`config.mk`:
```
export PLATFORM = sky130hd
export DESIGN_NAME = rci_fifo
export DESIGN_NICKNAME = d
export VERILOG_FILES = /design/src/design/rci_pkg.sv /design/src/design/rci_fifo.sv
export SDC_FILE = /design/constraint.sdc
export NUM_CORES = 1
export LEC_CHECK = 0
export BUFFER_PORTS_ARGS = -buffer_cell sky130_fd_sc_hd__buf_4
export CORE_UTILIZATION = 53
export DETAILED_ROUTE_END_ITERATION = 12
export PLACE_DENSITY = 0.74
export SETUP_SLACK_MARGIN = 0.5
export SYNTH_ARGS = -nofsm -noshare
export SYNTH_HDL_FRONTEND = slang
export SYNTH_SLANG_ARGS = --single-unit
```
`constraint.sdc`:
```
create_clock -name clk -period 13.3 [get_ports clk]
set_clock_uncertainty 0.15 [all_clocks]
set_input_delay 0 -clock clk [delete_from_list [all_inputs] [get_ports clk]]
set_output_delay 0 -clock clk [all_outputs]
set_load 0.02 [all_outputs]
```
`src/design/rci_pkg.sv`:
```
`timescale 1ns / 1ps
// Shared types and constants for the ray versus infinite cylinder intersection block.
// No dependencies; every other design file imports this package.
package rci_pkg;

  // Field widths of a transaction.
  localparam int COORD_W   = 32;
  localparam int RADIUS_W  = 31;
  localparam int DIST_W    = 31;
  localparam logic [DIST_W-1:0] DIST_MAX = {DIST_W{1'b1}};

  // Internal arithmetic widths.
  localparam int WORD_W    = 64;
  localparam int DISC_W    = 126;
  localparam int SQRT_BITS = 63;
  localparam int QUOT_BITS = 31;
  localparam int DIV_W     = 96;

  // Decoupling queue between the front and back halves.
  localparam int FIFO_DEPTH = 4;
  localparam int FIFO_AW    = 2;
  localparam int CNT_W      = FIFO_AW + 1;

  // Classified ray handed from the front half to the back half.
  typedef struct packed {
    logic              miss;
    logic              hneg;
    logic [WORD_W-1:0] hmag;
    logic [WORD_W-1:0] a;
    logic [DISC_W-1:0] disc;
  } front_item_t;

endpackage

```
`src/design/rci_fifo.sv`:
```
`timescale 1ns / 1ps
// Short queue that decouples the front half from the back half.
// Depends on rci_pkg for the item type and depth.
module rci_fifo import rci_pkg::*; (
  input  logic        clk,
  input  logic        rst_n,
  input  logic        push,
  input  front_item_t push_data,
  output logic        can_push,
  input  logic        pop,
  output front_item_t pop_data,
  output logic        can_pop
);

  front_item_t              entries_r [FIFO_DEPTH];
  logic [FIFO_AW-1:0]       wr_ptr_r, wr_ptr_nxt;
  logic [FIFO_AW-1:0]       rd_ptr_r, rd_ptr_nxt;
  logic [CNT_W-1:0]         count_r, count_nxt;
  logic                     do_push, do_pop;

  assign can_push = (count_r != CNT_W'(FIFO_DEPTH));
  assign can_pop  = (count_r != '0);
  assign do_push  = push && can_push;
  assign do_pop   = pop && can_pop;
  assign pop_data = entries_r[rd_ptr_r];

  // Pointer and occupancy update.
  always_comb begin
    wr_ptr_nxt = do_push ? wr_ptr_r + FIFO_AW'(1) : wr_ptr_r;
    rd_ptr_nxt = do_pop  ? rd_ptr_r + FIFO_AW'(1) : rd_ptr_r;
    count_nxt  = count_r;
    if (do_push && !do_pop) begin
      count_nxt = count_r + CNT_W'(1);
    end else if (do_pop && !do_push) begin
      count_nxt = count_r - CNT_W'(1);
    end
  end

  always_ff @(posedge clk) begin
    if (!rst_n) begin
      wr_ptr_r <= '0;
      rd_ptr_r <= '0;
      count_r  <= '0;
    end else begin
      wr_ptr_r <= wr_ptr_nxt;
      rd_ptr_r <= rd_ptr_nxt;
      count_r  <= count_nxt;
    end
  end

  // Entry storage.
  always_ff @(posedge clk) begin
    if (do_push) begin
      entries_r[wr_ptr_r] <= push_data;
    end
  end

endmodule

```
; Word-level counts from Yosys, hierarchy flattened
; Memory sizes are Yosys's and may differ from the RTL's. A register that Yosys moved wholly into a read port is not among the register bits.
; Cells that the tools add are included.
; Widths: inputs -> output; s select.
[op_classes]
n_addsub = 4
eq_ne = 1
muxes = 6
n_reduce_logical = 8
[op_table]
columns = operator, count
row1 = $mux 3, 2
row2 = $add 2x1->2 const B, 2
row3 = $logic_and 1x1->1, 4
row4 = $mux 2, 2
row5 = $add 3x1->3 const B, 1
row6 = $ne 3x3->1 const B, 1
row7 = $reduce_bool 3->1, 1
row8 = $sub 3x1->3 const B, 1
row9 = $logic_not 1->1, 2
row10 = $mux 1, 2
row11 = $reduce_bool 2->1, 1
[word_totals]
reg_bits = 7
ram_bits = 1024
in_bits = 260
elab_cells = 23
n_memories = 1
[mem_list]
columns = name, depth, word_bits, rd, rd_clocked_by_memory_dff, write_ports, line_no
row1 = entries_r, 4, 256, 1, 1, 1, rci_fifo.sv:15  ; front_item_t entries_r [FIFO_DEPTH];

; Longest topological paths before layout
; Gate-level depths: netlist of run 1.
[logic_depth]
depth_word = 6
ltp_mapped = 8
depth_no_buf = 8

; Worst setup path after synthesis of run 1
; Ideal clock, no wire load.
[synth_timing]
path_type = reg2reg
from = reg count_r[0]
to = mem entries_r[0][0] (netlist name) (enable)
setup_ns = 0.649
arrival_time_ns = 6.631
t_required_ns = 12.501
slack_ns = 5.870
path_stages_with_launch = 4
path_buffers = 0
period_less_slack_ns = 7.430
path_cell_list = dfxtp_1 > nor2_1 > a21boi_2 > and2_1
[synth_via]
elab_chain_len = 4
[synth_rtl]
columns = element, line_no
row1 = from (decl), rci_fifo.sv:18  ; logic [CNT_W-1:0] count_r, count_nxt;
row2 = from (signal assigned), rci_fifo.sv:47  ; count_r <= count_nxt;
row3 = $ne 3x3->1, rci_fifo.sv:21  ; assign can_push = (count_r != CNT_W'(FIFO_DEPTH));
row4 = $logic_and 1x1->1, rci_fifo.sv:23  ; assign do_push = push && can_push;
row5 = net do_push, rci_fifo.sv:19  ; logic do_push, do_pop;
row6 = $mux 1, rci_fifo.sv:53  ; if (do_push) begin
row7 = $mux 1 (not written as such), rci_fifo.sv:54  ; entries_r[wr_ptr_r] <= push_data;
row8 = to (decl), rci_fifo.sv:15
; The timed path passes the listed nets, and every way through them passes these cells.

==> results of run 1 <==
## power by group
part / switching, mW / total, mW / internal, mW
registers: 0.138 / 4.09 / 3.96
clock network: 1.19 / 2.75 / 1.56
logic: 1.41 / 2.63 / 1.22
## cell families (layout without fill, tap and decap cells)
kind of cell	after synthesis	count (layout)	share of synthesized area (%)
DFF	1033	1033	82.13
muxes	259	259	15.39
buffers and inverters	61	1233	1.821
and+or+nand+nor	17	17	0.2425
adders and majority gates	6	6	0.2193
AOI/OAI and AO/OA	5	5	0.1063
xor gates and xnor gates	4	4	0.09304
other	0	11	0
## synth_stat cells, types with 5 or more instances
| master | count |
|---|---|
| sky130_fd_sc_hd__edfxtp_1 | 1024 |
| sky130_fd_sc_hd__and2_1 | 8 |
| sky130_fd_sc_hd__buf_8 | 5 |
| sky130_fd_sc_hd__dfxtp_1 | 9 |
| sky130_fd_sc_hd__nand2_1 | 5 |
| sky130_fd_sc_hd__ha_1 | 5 |
| sky130_fd_sc_hd__mux4_2 | 256 |
| sky130_fd_sc_hd__buf_12 | 22 |
| sky130_fd_sc_hd__buf_2 | 25 |
## layout make-up
type | instances | area [sq um] | share of cell area [%]
Multi-Input combinational cell | 291 | 6055 | 11.98
Inverter | 3 | 11.26 | 0.02228
Antenna cell | 11 | 27.53 | 0.05445
Sequential cell | 1033 | 30940 | 61.20
Clock buffer | 130 | 2636 | 5.215
Clock inverter | 53 | 531.8 | 1.052
Timing Repair Buffer | 1047 | 9176 | 18.15
Tap cell | 940 | 1176 | 2.327
## worst max-delay path by stage
stage / startpoint / to / cells past startpoint
2_1_floorplan: count_r[0] / entries_r[0][0] / 3
3_3_place_gp: flip-flop / pop_data[42] / 5
3_5_place_dp: flip-flop / pop_data[42] / 5
4_1_cts: flip-flop / pop_data[42] / 5
5_1_grt: flip-flop / pop_data[45] / 5
6_report: flip-flop / pop_data[45] / 5
## critical path: stages (launching register included)
cell	delay, ns
sky130_fd_sc_hd__dfxtp_4	1.04
sky130_fd_sc_hd__buf_4	0.76
sky130_fd_sc_hd__buf_4	0.89
sky130_fd_sc_hd__buf_4	0.80
sky130_fd_sc_hd__mux4_2	0.65
sky130_fd_sc_hd__buf_4	0.19
## per-stage QoR
stage                     power, mW  setup slack [ns]  utilization (%)  instance area [sq um]
after global routing          9.799             7.537            72.05                  50550
after detailed placement      6.643             8.478            60.21                  42240
after CTS                     9.484             7.820            72.02                  50520
after global placement        6.612             8.454            60.21                  42240
final                         9.477             8.045            72.06                  50550
after floorplan               5.841             5.870                -                  37660
## routing by layer
layer / up-vias / track usage (%) / wire (um)
met4: 12 / 6.496 / 1898
met1: 10160 / 29.70 / 31650
met3: 142 / 7.215 / 8222
met2: 909 / 41.13 / 45950
li1: 8246 / - / -
met5: - / 0 / 80
## what timing repair did
action	4_1_cts	5_1_grt
setup endpoints to repair	0	0
hold endpoints to repair	1033	0
hold buffers	511	0
## sequential cells by signal, indices dropped and copies added (netlist names), named ones only
signal / cells
wr_ptr_r: 2
entries_r: 1024
count_r: 3
rd_ptr_r: 2
==> results.md, run 1 <==
- Ranked by total cell area, the synthesized netlist is headed by sky130_fd_sc_hd__edfxtp_1 (82%), sky130_fd_sc_hd__mux4_2 (15%), sky130_fd_sc_hd__buf_12 (1.2%).
- Data on the critical path is required at its endpoint by approximately 13 ns.
- In this run, distinct cell masters in the synthesized netlist total 26.
- The routed via count is 19470.
- The H-tree generated during clock tree synthesis spans 3 levels.
- The max-cap violation count is 0.
- The total length of routed wires is between 80000 and 90000 um.
- The number of nets in the synthesized netlist is 1651.
- The startpoint class of the critical path is a flip-flop.
- Leaving out fill and tap cells, the most frequent cell in the layout is sky130_fd_sc_hd__edfxtp_1.
- The path with the worst hold slack has its endpoint at entries_r[2][14].
- The number of max-slew violations in the final report was 0.
- The worst vdd rail ir drop is between 0.15 and 0.2 mV.
- The number of enable flip-flop cells after synthesis is between 1000 and 1500.
- The min-delay analysis places its worst path in the category in2reg.
- For the pin with the worst max-slew slack, the measured transition is around 1.2 ns.
- The total setup buffers inserted after CTS is 0.
- The cell sitting at the root of the clock tree is a sky130_fd_sc_hd__clkbuf_16.
- The portion of the post-synthesis area used by sequential elements is between 80% and 90%.
- In this run the power density over the cells is approximately 190 mW/mm^2.
- The clock slew at the register clock pins of the worst setup and hold paths is 0.06 ns.
- The number of detailed-routing iterations run before antenna repair is 7.
- The number of hold violations in the final report is 0.
- The floorplan step defined a core boundary enclosing 0.07015 sq mm.
- After layout, the minimum clock period comes to ~5.3 ns.
- The flow ran to the end, and the final reports show no timing, DRC or antenna violations.
- The flip-flop cell with the highest count after synthesis is sky130_fd_sc_hd__edfxtp_1.
- The cell count of the worst hold path is 2.
- Across all hold checks on the routed design, the worst slack comes to just under 0.04 ns.
- The average size of a mapped cell is 27.19 sq um.
- The number of core rows is 97.
- The maximum fanout encountered on the critical timing path is 51.
- The area share of the largest cell type after synthesis is between 80 and 90%.
- The worst setup path is captured at a primary output.
- The synthesized flop and latch total is between 1000 and 1500.
- During I/O placement, the number of pins put on the boundary was a little over 500.
- The cell count after synthesis came out at around 1400.
- The number of warning messages in the yosys log is 0.
- The initial antenna violation count is 15.
- The wire-length estimate of the detail-placed layout is around 45000 um.
- The first global-routing pass estimated ~130000 um of wire.
- The weighted congestion reported at the end of routability-driven placement is around 0.79.
- The starting density of the core is between 50% and 60%.
- The synthesized design spends more area on one cell type than any other, namely sky130_fd_sc_hd__edfxtp_1.
- The maximum operating frequency is between 0.15 and 0.2 GHz.
- For this run, design rule violations remaining after detail routing come to 0.
- The top cell types in the final layout, fill and taps aside, are sky130_fd_sc_hd__edfxtp_1 (1024), sky130_fd_sc_hd__buf_4 (533), sky130_fd_sc_hd__dlygate4sd3_1 (511), sky130_fd_sc_hd__mux4_2 (256), sky130_fd_sc_hd__clkbuf_16 (101).
- The startpoint of the most critical register-to-register path is count_r[0].
- The number of buffers between clock root and the deepest sink is 3.
- Setup violations remaining at the end of the flow were counted as 0.
- In this run the remaining antenna-violating nets after routing total 0.
- The floorplan step defined a die boundary enclosing 0.07213 sq mm.
- Entering global routing, the biggest net connects 150 pins.
- The critical path is of the reg2out type.
- The arrival time of data at the critical path endpoint is approximately 5.1 ns.
- The via count of the first global-routing pass came to slightly above 20000.
- The area growth from synthesis to layout is 34.23%.
- The vertical die dimension is roughly 270 um.
- The layout filler cell count is between 3000 and 4000.
- The CTS buffer count is slightly below 100.
- The first routing iteration left 1702 violations.
- Global routing used between 20% and 30% of the available tracks.
- In this run the critical register-to-register path is captured at entries_r[2][200].
- The number of instances in the placed design is ~2800.
- The setup check on the worst reg-to-reg path leaves a slack of approximately 8.6 ns.
- The startpoint identified for the worst hold timing path is push_data[14].
- The non-filler instance count after layout is roughly 3500.
- The layout net count is about 2700.
- Measured in cells, the most critical reg-to-reg path has a length of 6.
- The mapped cell area is roughly 0.038 sq mm.
- Dividing the detail-routed via count by the number of cells gives 5.549.
- The die is approximately 270 um wide.
- The CTS sink count is 1033.
- Input and output buffers added on the ports amount to approximately 520.
- The fraction of layout instances using a drive strength above 1 is a little over a third.
- TritonCTS built the clock tree.
- The remaining global-route overflow is 0.
- The clock latency of the later-clocked register in the worst-skew pair is 0.63 ns.
- For this design the static power due to leakage is roughly 17 nW.
- The final period utilization is around two fifths.
- After detailed routing, the average wire length per cell comes to around 25 um.
- The count of cells resized by post-cts repair is 0.
- Setup repair after global routing left no endpoint under its margin.
- The share of synthesized registers carrying an async set or reset is 0%.
- The sum of negative setup slack is 0 ns.
- The worst pin sits at a relative slew slack of between 20 and 25%.
Note: power is estimated with default switching activity, not from simulation.
==> run 2: changes to the inputs <==
==> constraint.sdc (replaced) <==
create_clock -name clk -period 5.2 [get_ports clk]
set_clock_uncertainty 0.15 [all_clocks]
set_input_delay 0 -clock clk [delete_from_list [all_inputs] [get_ports clk]]
set_output_delay 0 -clock clk [all_outputs]
set_load 0.02 [all_outputs]
==> results.md, run 2 (same netlist as run 1, synthesis figures left out) <==
- The remaining global-route overflow is 0 (unchanged).
- The deepest level of the CTS H-tree is 3 (unchanged).
- The area growth from synthesis to layout is 34.84%.
- The minimum setup slack among reg-to-reg paths is 2.27 ns (-6.30 ns).
- The remaining antenna violation count is 0 (unchanged).
- The worst setup path is launched from a flip-flop.
- The number of core rows is 97 (unchanged).
- The power density of the placed cells came to 482.1 mW/mm^2 (+160%).
- The non-filler instance count after layout came to 3523 (+0.43%).
- The worst vdd rail ir drop is 0.4544 mV (+180%).
- The CTS sink count is 1033 (unchanged).
- The number of instances in the placed design is 2810 (+0.25%).
- The vertical die dimension is 268.6 um (unchanged).
- The detailed placement HPWL is 45680 um (+1.0%).
- The sum of negative setup slack is 0 ns (unchanged).
- The arrival time of data at the critical path endpoint is 3.12 ns (-1.98 ns).
- The startpoint of the most critical hold path is push_data[247].
- The fraction of layout instances using a drive strength above 1 is 37.00% (+0.59 points).
- The critical path goes through buf_4, mux4_2, buf_4.
- The depth of the worst register-to-register path is 4 (-2).
- The final period utilization is 62.88%.
- The count of buffer and inverter cells on the critical path is 2 (-2).
- The worst hold path belongs to the class in2reg.
- The maximum operating frequency is 0.3058 GHz.
- The area occupied by registers is 0.03094 sq mm (unchanged).
- The flow ran to the end, and the final reports show no timing, DRC or antenna violations.
- The mean routed wirelength per cell is 25.46 um (+1.7%).
- The number of flip-flops under the largest register name is 1024 (unchanged).
- The clock slew at the register clock pins of the worst setup and hold paths is 0.06 ns (about the same).
- The final critical-path required period is ~3.3 ns.
- The via count of the first global-routing pass is 21070 (+1.8%).
- Ranked by flip-flop count, first place goes to entries_r.
- The worst setup path is captured at a primary output.
- The slowest cell on the critical path is sky130_fd_sc_hd__dfxtp_4.
- The cell seen most often among critical-path stages is sky130_fd_sc_hd__buf_4.
- The startpoint of the most critical register-to-register path is count_r[0].
- The clock latency of the later-clocked register in the worst-skew pair is 0.63 ns (about the same).
- The max-cap violation count is 0 (unchanged).
- The cell count of the worst hold path is 2 (unchanged).
- The DRC violation count after routing is 0 (unchanged).
- The largest registers in the layout are entries_r x1024, count_r x3.
- The required time reported for the critical path endpoint came to 5.05 ns (-8.10 ns).
- The number of setup violations in the final report was 0 (unchanged).
- The leakage power summed over all cells is 17.31 nW (+0.67%).
- The total I/O pin count is 518 (unchanged).
- CTS placed an instance of sky130_fd_sc_hd__clkbuf_16 at the clock tree root.
- The maximum single-stage delay on the critical path is 1.04 ns (about the same).
- The global routing usage summed across all routing layers is 24.42% (+0.46 points).
- The layout filler cell count is 3870 (+0.47%).
- The number of hold violations in the final report was 0 (unchanged).
- The TritonCTS clock tree is built.
- The maximum fanout encountered on the critical timing path is 47 (-7.8%).
- The area of the multi-input gates is 0.006055 sq mm (unchanged).
- The number of buffers between clock root and the deepest sink is 3 (unchanged).
- The layout net count came to 2746 (+0.18%).
- Setup repair after global routing left no endpoint under its margin.
- The total length of routed wires is 89690 um (+2.2%).
- Broken down by cell family, the worst path's largest delay share belongs to flip-flops.
- The commonest non-fill, non-tap cell in the layout is sky130_fd_sc_hd__edfxtp_1.
- The floorplan die area was 0.07213 sq mm (unchanged).
- The number of max-slew violations in the final report is 0 (unchanged).
- The worst relative slew slack is 30.48% (+8.4 points).
- For hold timing, the worst endpoint is entries_r[0][247].
- The startpoint-to-endpoint class of the critical path is reg2out.
- The starting DRC count in detailed routing is 1723 (+1.2%).
- The routed via count divided by cell count came to 5.517 (-0.58%).
- The top cell types in the final layout, fill and taps aside, are sky130_fd_sc_hd__edfxtp_1 (1024), sky130_fd_sc_hd__buf_4 (531), sky130_fd_sc_hd__dlygate4sd3_1 (507), sky130_fd_sc_hd__mux4_2 (256), sky130_fd_sc_hd__clkbuf_16 (102).
- The weighted congestion reported at the end of routability-driven placement came to 0.7793 (-0.78%).
- The actual transition at the worst max-transition pin is 1.043 ns (-0.1260 ns).
- The routed via count was 19440 (-0.16%).
- The initial antenna violation count came to 20 (+5).
- The core footprint is 0.07015 sq mm (unchanged).
- The overall die width was 268.6 um (unchanged).
- The global-route wire length before repair is 128900 um (+1.9%).
- The number of buffer cells added on primary ports was 517 (unchanged).
- The pin count of the biggest net entering global routing is 135 (-10%).
- The number of detailed-routing iterations run before antenna repair is 5 (-2).
- The starting density of the core came to 53.68% (unchanged).
- The terminus of the critical flop-to-flop path is entries_r[2][72].
- The CTS buffer count is 101 (+2.0%).
- The count of cells resized by post-cts repair came to 0 (unchanged).
run 2: cell count changes in the layout (fill, tap and decap cells not counted), sizes merged:
cell,previous run,this run
buf,536,543
bufinv,8,10
clkbuf,130,123
clkinv,38,45
clkinvlp,4,2
diode,11,21
dlygate4sd3,511,507
inv,6,8
run 2: through the flow:
step / hold slack (ns) / area [sq um] / utilization [%] / power, mW / setup WS, ns
finish: 0.01850 / 50780 / 72.39 / 24.48 / 1.930
CTS: 0.0005169 / 50720 / 72.30 / 24.46 / 1.791
detailed placement: 0.05235 / 42410 / 60.45 / 17.04 / 2.321
global placement: 0.04768 / 42410 / 60.45 / 16.94 / 2.364
global route: 0.005643 / 50770 / 72.37 / 25.30 / 1.696
floorplan: -0.05113 / 37660 / - / 14.81 / 0.6392
run 2: area by class of cell:
class                      count  area share, %
antenna                       21         0.1035
clock buffer                 123          5.182
clock inverter                62          1.212
inverter                       3        0.02218
multi-input combinational    291          11.92
sequential                  1033          60.92
tap                          940          2.316
timing repair buffer        1050          18.32
run 2: layer usage:
metal  up-vias  GRT usage (%)  part of all wire (%)
li1       8266              -                     -
met1     10120          29.63                    35
met3       162          7.205                   9.0
met4         6          7.509                   2.6
met5         -              0                 0.039
met2       882          42.30                    53
run 2: worst max path at each step:
stage	end	depth (start not counted)	from
final	pop_data[227]	3	flip-flop
after global routing	pop_data[227]	3	flip-flop
after CTS	pop_data[143]	3	flip-flop
after detailed placement	entries_r[2][139]	4	count_r[0]
after global placement	entries_r[2][89]	4	count_r[0]
after floorplan	entries_r[0][0]	3	count_r[0]
run 2: what timing repair did:
| action | in CTS | in global routing |
|---|---|---|
| buffers inserted | 0 | 0 |
| endpoints found under the hold margin | 1033 | 4 |
| hold buffers | 506 | 1 |
run 2: power by group:
group          switching, mW  total (mW)  leakage (nW)  internal, mW
sequential             0.334        10.4          9.46          10.1
combinational           3.66        6.83          6.26          3.17
clock                   3.09        7.20          1.59          4.11
